<file path="src/rtl/bru_pkg.sv">
// Package for the branch resolve unit: operation, size, condition and flag codes,
// and the request and result types shared by the execute logic and the top level.
// No dependencies.
`timescale 1ns / 1ps

package bru_pkg;

  // Operation codes.
  localparam logic [1:0] OP_ACB  = 2'd0;  // add-compare-branch
  localparam logic [1:0] OP_CASE = 2'd1;  // case dispatch
  localparam logic [1:0] OP_BCC  = 2'd2;  // conditional branch
  localparam logic [1:0] OP_NONE = 2'd3;  // undefined, does nothing

  // Operand size codes. The fourth code behaves as longword.
  localparam logic [1:0] SZ_BYTE = 2'd0;
  localparam logic [1:0] SZ_WORD = 2'd1;
  localparam logic [1:0] SZ_LONG = 2'd2;
  localparam logic [1:0] SZ_RSVD = 2'd3;

  // Branch condition codes.
  localparam logic [3:0] CC_NE   = 4'd0;
  localparam logic [3:0] CC_EQ   = 4'd1;
  localparam logic [3:0] CC_GT   = 4'd2;
  localparam logic [3:0] CC_LE   = 4'd3;
  localparam logic [3:0] CC_GE   = 4'd4;
  localparam logic [3:0] CC_LT   = 4'd5;
  localparam logic [3:0] CC_GTU  = 4'd6;
  localparam logic [3:0] CC_LEQU = 4'd7;
  localparam logic [3:0] CC_VC   = 4'd8;
  localparam logic [3:0] CC_VS   = 4'd9;
  localparam logic [3:0] CC_GEQU = 4'd10;
  localparam logic [3:0] CC_CS   = 4'd11;
  localparam logic [3:0] CC_LBS  = 4'd12;
  localparam logic [3:0] CC_LBC  = 4'd13;

  // Bit positions in the flag vector.
  localparam int unsigned FLAG_N = 3;
  localparam int unsigned FLAG_Z = 2;
  localparam int unsigned FLAG_V = 1;
  localparam int unsigned FLAG_C = 0;

  typedef logic [3:0] flags_t;

  typedef struct packed {
    logic [1:0]  operation;
    logic [1:0]  size;
    logic [3:0]  condition;
    logic [31:0] operand_a;
    logic [31:0] operand_b;
    logic [31:0] operand_c;
    logic [31:0] table_pc;
    logic [31:0] branch_target;
  } req_t;

  typedef struct packed {
    logic        taken;
    logic [31:0] next_pc;
    logic        table_read;
    logic        write_valid;
    logic [31:0] write_value;
    flags_t      flags_out;
  } res_t;

endpackage

</file>
<file path="src/rtl/bru_in_if.sv">
// Input channel of the branch resolve unit: valid/ready handshake and the
// fields of one branch instruction. No dependencies.
`timescale 1ns / 1ps

interface bru_in_if;
  logic        valid;
  logic        ready;
  logic [1:0]  operation;
  logic [1:0]  size;
  logic [3:0]  condition;
  logic [31:0] operand_a;
  logic [31:0] operand_b;
  logic [31:0] operand_c;
  logic [31:0] table_pc;
  logic [31:0] branch_target;

  modport source (
    output valid, operation, size, condition, operand_a, operand_b, operand_c,
           table_pc, branch_target,
    input  ready
  );

  modport sink (
    input  valid, operation, size, condition, operand_a, operand_b, operand_c,
           table_pc, branch_target,
    output ready
  );
endinterface

</file>
<file path="src/rtl/bru_out_if.sv">
// Result channel of the branch resolve unit: valid/ready handshake and the
// fields of one resolved branch. No dependencies.
`timescale 1ns / 1ps

interface bru_out_if;
  logic        valid;
  logic        ready;
  logic        taken;
  logic [31:0] next_pc;
  logic        table_read;
  logic        write_valid;
  logic [31:0] write_value;
  logic [3:0]  flags_out;

  modport source (
    output valid, taken, next_pc, table_read, write_valid, write_value, flags_out,
    input  ready
  );

  modport sink (
    input  valid, taken, next_pc, table_read, write_valid, write_value, flags_out,
    output ready
  );
endinterface

</file>
<file path="src/rtl/bru_exec.sv">
// Combinational execute logic of the branch resolve unit: resolves one request
// against the current flags. Depends on bru_pkg.
`timescale 1ns / 1ps

module bru_exec (
  input  bru_pkg::req_t   req_i,
  input  bru_pkg::flags_t flags_i,
  output bru_pkg::res_t   res_o
);

  logic [31:0] mask;
  logic [31:0] sbit;
  logic [31:0] op_a, op_b, op_c;
  logic [31:0] sum, diff;
  logic [31:0] pc_in, pc_out;
  logic        acb_n, acb_z, acb_v, acb_br;
  logic        cas_n, cas_z, cas_c, cas_in;
  logic        cond_hit;
  logic        fn, fz, fv, fc;

  // Signed compare of values held within the width marked by sbit.
  function automatic logic lt_signed(logic [31:0] x, logic [31:0] y, logic [31:0] sb);
    return (x ^ sb) < (y ^ sb);
  endfunction

  always_comb begin
    unique case (req_i.size)
      bru_pkg::SZ_BYTE: begin
        mask = 32'h0000_00FF;
        sbit = 32'h0000_0080;
      end
      bru_pkg::SZ_WORD: begin
        mask = 32'h0000_FFFF;
        sbit = 32'h0000_8000;
      end
      default: begin
        mask = 32'hFFFF_FFFF;
        sbit = 32'h8000_0000;
      end
    endcase
  end

  assign op_a = req_i.operand_a & mask;
  assign op_b = req_i.operand_b & mask;
  assign op_c = req_i.operand_c & mask;

  // Add-compare-branch: index (c) plus addend (b) against limit (a).
  assign sum    = (op_c + op_b) & mask;
  assign acb_n  = |(sum & sbit);
  assign acb_z  = (sum == 32'd0);
  assign acb_v  = |(~(op_c ^ op_b) & (op_c ^ sum) & sbit);
  assign acb_br = (|(op_b & sbit)) ? !lt_signed(sum, op_a, sbit)
                                   : !lt_signed(op_a, sum, sbit);

  // Case dispatch: selector (a) minus base (b) against limit (c).
  assign diff   = (op_a - op_b) & mask;
  assign cas_n  = lt_signed(diff, op_c, sbit);
  assign cas_z  = (diff == op_c);
  assign cas_c  = (diff < op_c);
  assign cas_in = cas_c | cas_z;
  assign pc_in  = req_i.table_pc + {diff[30:0], 1'b0};
  assign pc_out = req_i.table_pc + {op_c[30:0], 1'b0} + 32'd2;

  assign fn = flags_i[bru_pkg::FLAG_N];
  assign fz = flags_i[bru_pkg::FLAG_Z];
  assign fv = flags_i[bru_pkg::FLAG_V];
  assign fc = flags_i[bru_pkg::FLAG_C];

  always_comb begin
    unique case (req_i.condition)
      bru_pkg::CC_NE:   cond_hit = !fz;
      bru_pkg::CC_EQ:   cond_hit = fz;
      bru_pkg::CC_GT:   cond_hit = !(fn | fz);
      bru_pkg::CC_LE:   cond_hit = fn | fz;
      bru_pkg::CC_GE:   cond_hit = !fn;
      bru_pkg::CC_LT:   cond_hit = fn;
      bru_pkg::CC_GTU:  cond_hit = !(fc | fz);
      bru_pkg::CC_LEQU: cond_hit = fc | fz;
      bru_pkg::CC_VC:   cond_hit = !fv;
      bru_pkg::CC_VS:   cond_hit = fv;
      bru_pkg::CC_GEQU: cond_hit = !fc;
      bru_pkg::CC_CS:   cond_hit = fc;
      bru_pkg::CC_LBS:  cond_hit = req_i.operand_a[0];
      bru_pkg::CC_LBC:  cond_hit = !req_i.operand_a[0];
      default:          cond_hit = 1'b0;
    endcase
  end

  always_comb begin
    res_o = '0;
    unique case (req_i.operation)
      bru_pkg::OP_ACB: begin
        res_o.taken       = acb_br;
        res_o.next_pc     = req_i.branch_target;
        res_o.write_valid = 1'b1;
        res_o.write_value = sum;
        res_o.flags_out   = {acb_n, acb_z, acb_v, fc};
      end
      bru_pkg::OP_CASE: begin
        res_o.taken      = 1'b1;
        res_o.table_read = cas_in;
        res_o.next_pc    = cas_in ? pc_in : pc_out;
        res_o.flags_out  = {cas_n, cas_z, 1'b0, cas_c};
      end
      bru_pkg::OP_BCC: begin
        res_o.taken     = cond_hit;
        res_o.next_pc   = req_i.branch_target;
        res_o.flags_out = flags_i;
      end
      default: begin
        res_o.flags_out = flags_i;
      end
    endcase
  end

endmodule

</file>
<file path="src/rtl/branch_resolve_unit.sv">
// Top level of the branch resolve unit: input register, execute logic, result
// register and the condition flag register. Depends on bru_pkg, bru_in_if,
// bru_out_if and bru_exec.
`timescale 1ns / 1ps

// The unit resolves one branch instruction per transfer: add-compare-branch,
// case dispatch or a conditional branch on the N, Z, V and C flags or on the
// low bit of a longword. It sustains one transfer per clock cycle while the
// result side is not stalled. Each instruction is held in the input
// register and then moves to the result register, which offers its result.
// The execute logic reads the flag register and writes it in the same cycle
// that an instruction moves from the input register to the result register,
// so every instruction sees the flags left by the one before it with no extra
// delay. Both registers hold their contents while the downstream side is
// stalled, and a new input transfer is taken whenever the input register is
// empty or moving on. After reset all flags are cleared and both registers
// are empty.
module branch_resolve_unit (
  input  logic      clk_i,
  input  logic      rst_ni,
  bru_in_if.sink    in_i,
  bru_out_if.source out_o
);

  bru_pkg::req_t   req_q;
  logic            req_valid_q;
  bru_pkg::res_t   res_d, res_q;
  logic            res_valid_q;
  bru_pkg::flags_t flags_q;

  logic res_free;
  logic req_move;
  logic in_xfer;

  // The result register can take a new entry when it is empty or being
  // drained this cycle; the input register empties when its entry moves on.
  assign res_free = !res_valid_q || out_o.ready;
  assign req_move = req_valid_q && res_free;
  assign in_xfer  = in_i.valid && in_i.ready;

  assign in_i.ready = !req_valid_q || res_free;

  bru_exec u_exec (
    .req_i   (req_q),
    .flags_i (flags_q),
    .res_o   (res_d)
  );

  // Control state and flags.
  always_ff @(posedge clk_i or negedge rst_ni) begin
    if (!rst_ni) begin
      req_valid_q <= 1'b0;
      res_valid_q <= 1'b0;
      flags_q     <= '0;
    end else begin
      if (in_xfer) begin
        req_valid_q <= 1'b1;
      end else if (req_move) begin
        req_valid_q <= 1'b0;
      end
      if (req_move) begin
        res_valid_q <= 1'b1;
        flags_q     <= res_d.flags_out;
      end else if (out_o.ready) begin
        res_valid_q <= 1'b0;
      end
    end
  end

  // Payload registers carry no reset.
  always_ff @(posedge clk_i) begin
    if (in_xfer) begin
      req_q.operation     <= in_i.operation;
      req_q.size          <= in_i.size;
      req_q.condition     <= in_i.condition;
      req_q.operand_a     <= in_i.operand_a;
      req_q.operand_b     <= in_i.operand_b;
      req_q.operand_c     <= in_i.operand_c;
      req_q.table_pc      <= in_i.table_pc;
      req_q.branch_target <= in_i.branch_target;
    end
    if (req_move) begin
      res_q <= res_d;
    end
  end

  assign out_o.valid       = res_valid_q;
  assign out_o.taken       = res_q.taken;
  assign out_o.next_pc     = res_q.next_pc;
  assign out_o.table_read  = res_q.table_read;
  assign out_o.write_valid = res_q.write_valid;
  assign out_o.write_value = res_q.write_value;
  assign out_o.flags_out   = res_q.flags_out;

endmodule

</file>
<file path="src/flat_wrapper.sv">
// flat-port wrapper written by rule: the top's interface ports become plain ports
module branch_resolve_unit_flat 
  (clk_i, rst_ni, in_i_valid, in_i_operation, in_i_size, in_i_condition, in_i_operand_a, in_i_operand_b, in_i_operand_c, in_i_table_pc, in_i_branch_target, in_i_ready, out_o_valid, out_o_taken, out_o_next_pc, out_o_table_read, out_o_write_valid, out_o_write_value, out_o_flags_out, out_o_ready);
  bru_in_if in_i_i ();
  bru_out_if out_o_i ();
  input  logic clk_i;
  input  logic rst_ni;
  input wire logic [$bits(in_i_i.valid)-1:0] in_i_valid;
  input wire logic [$bits(in_i_i.operation)-1:0] in_i_operation;
  input wire logic [$bits(in_i_i.size)-1:0] in_i_size;
  input wire logic [$bits(in_i_i.condition)-1:0] in_i_condition;
  input wire logic [$bits(in_i_i.operand_a)-1:0] in_i_operand_a;
  input wire logic [$bits(in_i_i.operand_b)-1:0] in_i_operand_b;
  input wire logic [$bits(in_i_i.operand_c)-1:0] in_i_operand_c;
  input wire logic [$bits(in_i_i.table_pc)-1:0] in_i_table_pc;
  input wire logic [$bits(in_i_i.branch_target)-1:0] in_i_branch_target;
  output wire logic [$bits(in_i_i.ready)-1:0] in_i_ready;
  output wire logic [$bits(out_o_i.valid)-1:0] out_o_valid;
  output wire logic [$bits(out_o_i.taken)-1:0] out_o_taken;
  output wire logic [$bits(out_o_i.next_pc)-1:0] out_o_next_pc;
  output wire logic [$bits(out_o_i.table_read)-1:0] out_o_table_read;
  output wire logic [$bits(out_o_i.write_valid)-1:0] out_o_write_valid;
  output wire logic [$bits(out_o_i.write_value)-1:0] out_o_write_value;
  output wire logic [$bits(out_o_i.flags_out)-1:0] out_o_flags_out;
  input wire logic [$bits(out_o_i.ready)-1:0] out_o_ready;
  assign in_i_i.valid = in_i_valid;
  assign in_i_i.operation = in_i_operation;
  assign in_i_i.size = in_i_size;
  assign in_i_i.condition = in_i_condition;
  assign in_i_i.operand_a = in_i_operand_a;
  assign in_i_i.operand_b = in_i_operand_b;
  assign in_i_i.operand_c = in_i_operand_c;
  assign in_i_i.table_pc = in_i_table_pc;
  assign in_i_i.branch_target = in_i_branch_target;
  assign in_i_ready = in_i_i.ready;
  assign out_o_valid = out_o_i.valid;
  assign out_o_taken = out_o_i.taken;
  assign out_o_next_pc = out_o_i.next_pc;
  assign out_o_table_read = out_o_i.table_read;
  assign out_o_write_valid = out_o_i.write_valid;
  assign out_o_write_value = out_o_i.write_value;
  assign out_o_flags_out = out_o_i.flags_out;
  assign out_o_i.ready = out_o_ready;
  branch_resolve_unit u_core (.clk_i(clk_i), .rst_ni(rst_ni), .in_i(in_i_i), .out_o(out_o_i));
endmodule
</file>
<file path="config.mk">
export PLATFORM = sky130hd
export DESIGN_NAME = branch_resolve_unit_flat
export DESIGN_NICKNAME = d
export VERILOG_FILES = /design/src/rtl/bru_pkg.sv /design/src/rtl/bru_in_if.sv /design/src/rtl/bru_out_if.sv /design/src/rtl/bru_exec.sv /design/src/rtl/branch_resolve_unit.sv /design/src/flat_wrapper.sv
export SDC_FILE = /design/constraint.sdc
export NUM_CORES = 1
export LEC_CHECK = 0
export BUFFER_PORTS_ARGS = -buffer_cell sky130_fd_sc_hd__buf_2
export CAP_MARGIN = 0
export CORE_UTILIZATION = 55
export DETAILED_ROUTE_END_ITERATION = 16
export GPL_TIMING_DRIVEN = 0
export MAX_ROUTING_LAYER = met4
export PLACE_DENSITY = 0.85
export SLEW_MARGIN = 10
export SYNTH_ARGS = -nofsm -noshare
export SYNTH_HDL_FRONTEND = slang
export SYNTH_SLANG_ARGS = --single-unit
</file>
<file path="constraint.sdc">
create_clock -name clk_i -period 11.13 [get_ports clk_i]
set_input_delay 3.339 -clock clk_i [delete_from_list [all_inputs] [get_ports clk_i]]
set_output_delay 3.339 -clock clk_i [all_outputs]
set_load 0.02 [all_outputs]
</file>
==> metrics.txt <==
status finished, final reports clean; period utilisation layout 0.848; IO Pins roughly 250; Post-synth ARST share 0.0245; Seq/Total Area, Yosys 0.420; routed wire length 48600 um; Final Instance Count excl. Fillers approximately 2.4k; CP most frequent cell clkbuf_1; dpl cells 2368; vias per std cell approximately 6; DR WL/cell between 20 and 25 um; Critical Path Start Type flip-flop; most common cell after layout, fill and taps aside buf_2; core area between 30000 and 40000 um^2; CTS root buffer clkbuf_16; type of destination of the critical path flip-flop; Hold Crit Start u_core.req_valid_q; clk sinks roughly 250; Worst R2R Path Depth 28; chip width around 180 um; Tmin final roughly 9.4 ns; CP peak stage delay around 0.66 ns; WP data arrival 9.74 ns; hpwl dp about 39000 um; pin count of the biggest net entering global routing 64; Peak VDD IR approximately 110 uV; Crit Reg-Reg Startpoint u_core.req_q[165]; die area roughly 32000 um^2; synth warn 0; initial antenna violation count 1; Cells after Synth roughly 1.7k; max frequency 106 MHz; Fin. Hold Viols 0; cell row count 64; fin. max-slew vios 0; P_sw around 0.0011 W; hold slack between 0.5 and 0.6 ns; grt ovf 0; CTS Buf Count 25; drt initial violations 1317; Most used DFF post-synth edfxtp_1; pwr/cell area about 150 nW/um^2; Unique masters post-synth just under 90; clock group share of total power 0.263; RePlAce Congestion ~0.97; port buffer count 244; CTS tree yes; crit path from u_core.req_q[165]; post-CTS setup buffers 0; total negative slack 0 ns; first-pass GRT wire length roughly 76000 um; routed vias 14.5k; Hold Path Depth 1; clock buffer depth 3; Comb pwr share 0.363; fin nets between 2k and 2.5k; Hold-fix buffers, CTS 0; vias in the first global route between 10k and 15k; sw frac 0.351; Post-Synthesis Net Count ~2.1k; EDFF count, synth 239; Synth Register Bits 245; Avg Cell Area, Syn just over 10 um^2; Clk Latency, worst-skew pair 0.56 ns; Synth-to-Final Area Change 14.8%; RSZ-0062 raised after global routing no; htree depth 1; initial cell density of the core 0.565; Worst EP required ~11 ns; max_cap viols 0; Setup violations, final 0; post-route ant nets 0; # resized after CTS 0; WS Path Type reg2reg; Worst-path clk slew approximately 0.060 ns; Setup Skew between 0.02 and 0.03 ns; Leak Pwr 8.89 nW; Slew HR 0.293; Die Y 180 um; Int Power 0.00199 W; Cell Area, Synth around 17000 um^2; DR pass1 iterations 6; sequential power share 0.374; layout cells sized above 1 0.164; slowest stage cell, crit path clkbuf_1; drc violations 0; Total Routing Usage GR 0.305; worst hold path type reg2reg; crit path max fanout 10; Core Util, Final 0.649; Worst Max-Slew Pin Slew about 1.0 ns; commonest cells after routing, fill and taps aside buf_2 (246), edfxtp_1 (239), ha_1 (200), nand2_1 (154), nor2_1 (128)
==> routing by layer <==
metal  vias to the layer above  track usage  routed length, um
li1                       6959            -                  -
met1                      6836        0.417              21800
met2                       612        0.475              21600
met3                        75       0.0418               3900
met4                         0       0.0841               1350
met5                         -            -                  0
==> sequential cells by signal, summed over array words and instances, names as in the netlist <==
register,flops
u_core.req_q,168
u_core.out_o.next_pc,32
u_core.out_o.write_value,32
u_core.flags_q,4
u_core.out_o.flags_out,4
u_core.out_o.table_read,1
u_core.out_o.taken,1
u_core.out_o.valid,1
u_core.out_o.write_valid,1
u_core.req_valid_q,1
==> power by group through the flow <==
stage | Combinational (W) | Sequential (W) | Clock (W)
floorplan | 0.000752 | 0.00120 | 0
CTS | 0.00110 | 0.00115 | 0.000822
global route | 0.00123 | 0.00115 | 0.000851
detailed placement | 0.00109 | 0.00117 | 0
finish | 0.00112 | 0.00115 | 0.000809
global placement | 0.00105 | 0.00118 | 0
==> metrics by stage <==
| step | power (W) | cell area [um^2] | setup WS, ns |
|---|---|---|---|
| global route | 0.00323 | 20000 | 1.20 |
| global placement | 0.00223 | 19200 | 1.64 |
| finish | 0.00307 | 20000 | 1.70 |
| floorplan | 0.00195 | 17500 | 3.11 |
| CTS | 0.00307 | 20000 | 2.07 |
| detailed placement | 0.00225 | 19300 | 2.10 |
==> worst paths after layout <==
path / endpoint / slack [ns]
min: u_core.out_o.valid / 0.52
max in group asynchronous: u_core.flags_q[3] / 8.36
min in group asynchronous: u_core.req_valid_q / 2.61
min reg2reg: u_core.out_o.valid / 0.52
max reg2reg: u_core.out_o.next_pc[17] / 1.70
max: u_core.out_o.next_pc[17] / 1.70
==> cells in the mapped netlist (all sizes together), types with 16 or more instances <==
master | instances | area, um^2
edfxtp | 239 | 7180
ha | 200 | 2500
nand2 | 154 | 578
nor2 | 128 | 480
a21oi | 114 | 586
inv | 113 | 427
xnor2 | 89 | 780
o21ai | 87 | 435
a21o | 46 | 345
xor2 | 41 | 367
nor3 | 37 | 185
clkbuf | 36 | 135
and2 | 35 | 219
nand3 | 32 | 160
nand4 | 28 | 175
and3 | 27 | 169
nand2b | 26 | 163
o21a | 19 | 143
a211oi | 16 | 120
a22o | 16 | 140
nor2b | 16 | 100
==> cell type report <==
type                            count  area [um^2]
Clock buffer                       30          664
Sequential cell                   245         7330
Fill cell                        2442        10900
Multi-Input combinational cell   1318         9490
Clock inverter                     15          120
Inverter                          115          437
Buffer                             47          213
Antenna cell                        1         2.50
Tap cell                          396          495
Timing Repair Buffer              247         1300
==> worst max-delay path, delay by kind of cell, from the launching register on <==
kind | cells | cell delay, ns
AOI/OAI and AO/OA | 13 | 3.34
xor gates and xnor gates | 1 | 0.20
adders and majority gates | 2 | 0.74
buffers and inverters | 8 | 3.72
DFF | 1 | 0.34
and+or+nand+nor | 4 | 0.86
==> logic make-up after synthesis <==
| kind of cell | after synthesis | share of synthesized area |
|---|---|---|
| adder cells (fa/ha/maj) | 216 | 0.155 |
| XOR/XNOR | 130 | 0.0656 |
| AND/OR/NAND/NOR | 525 | 0.146 |
| buffers and inverters | 162 | 0.0370 |
| multiplexers | 5 | 0.00294 |
| AO/OA/AOI/OAI | 442 | 0.174 |
| flip-flops | 245 | 0.420 |
Power figures use the tool's default switching activity.
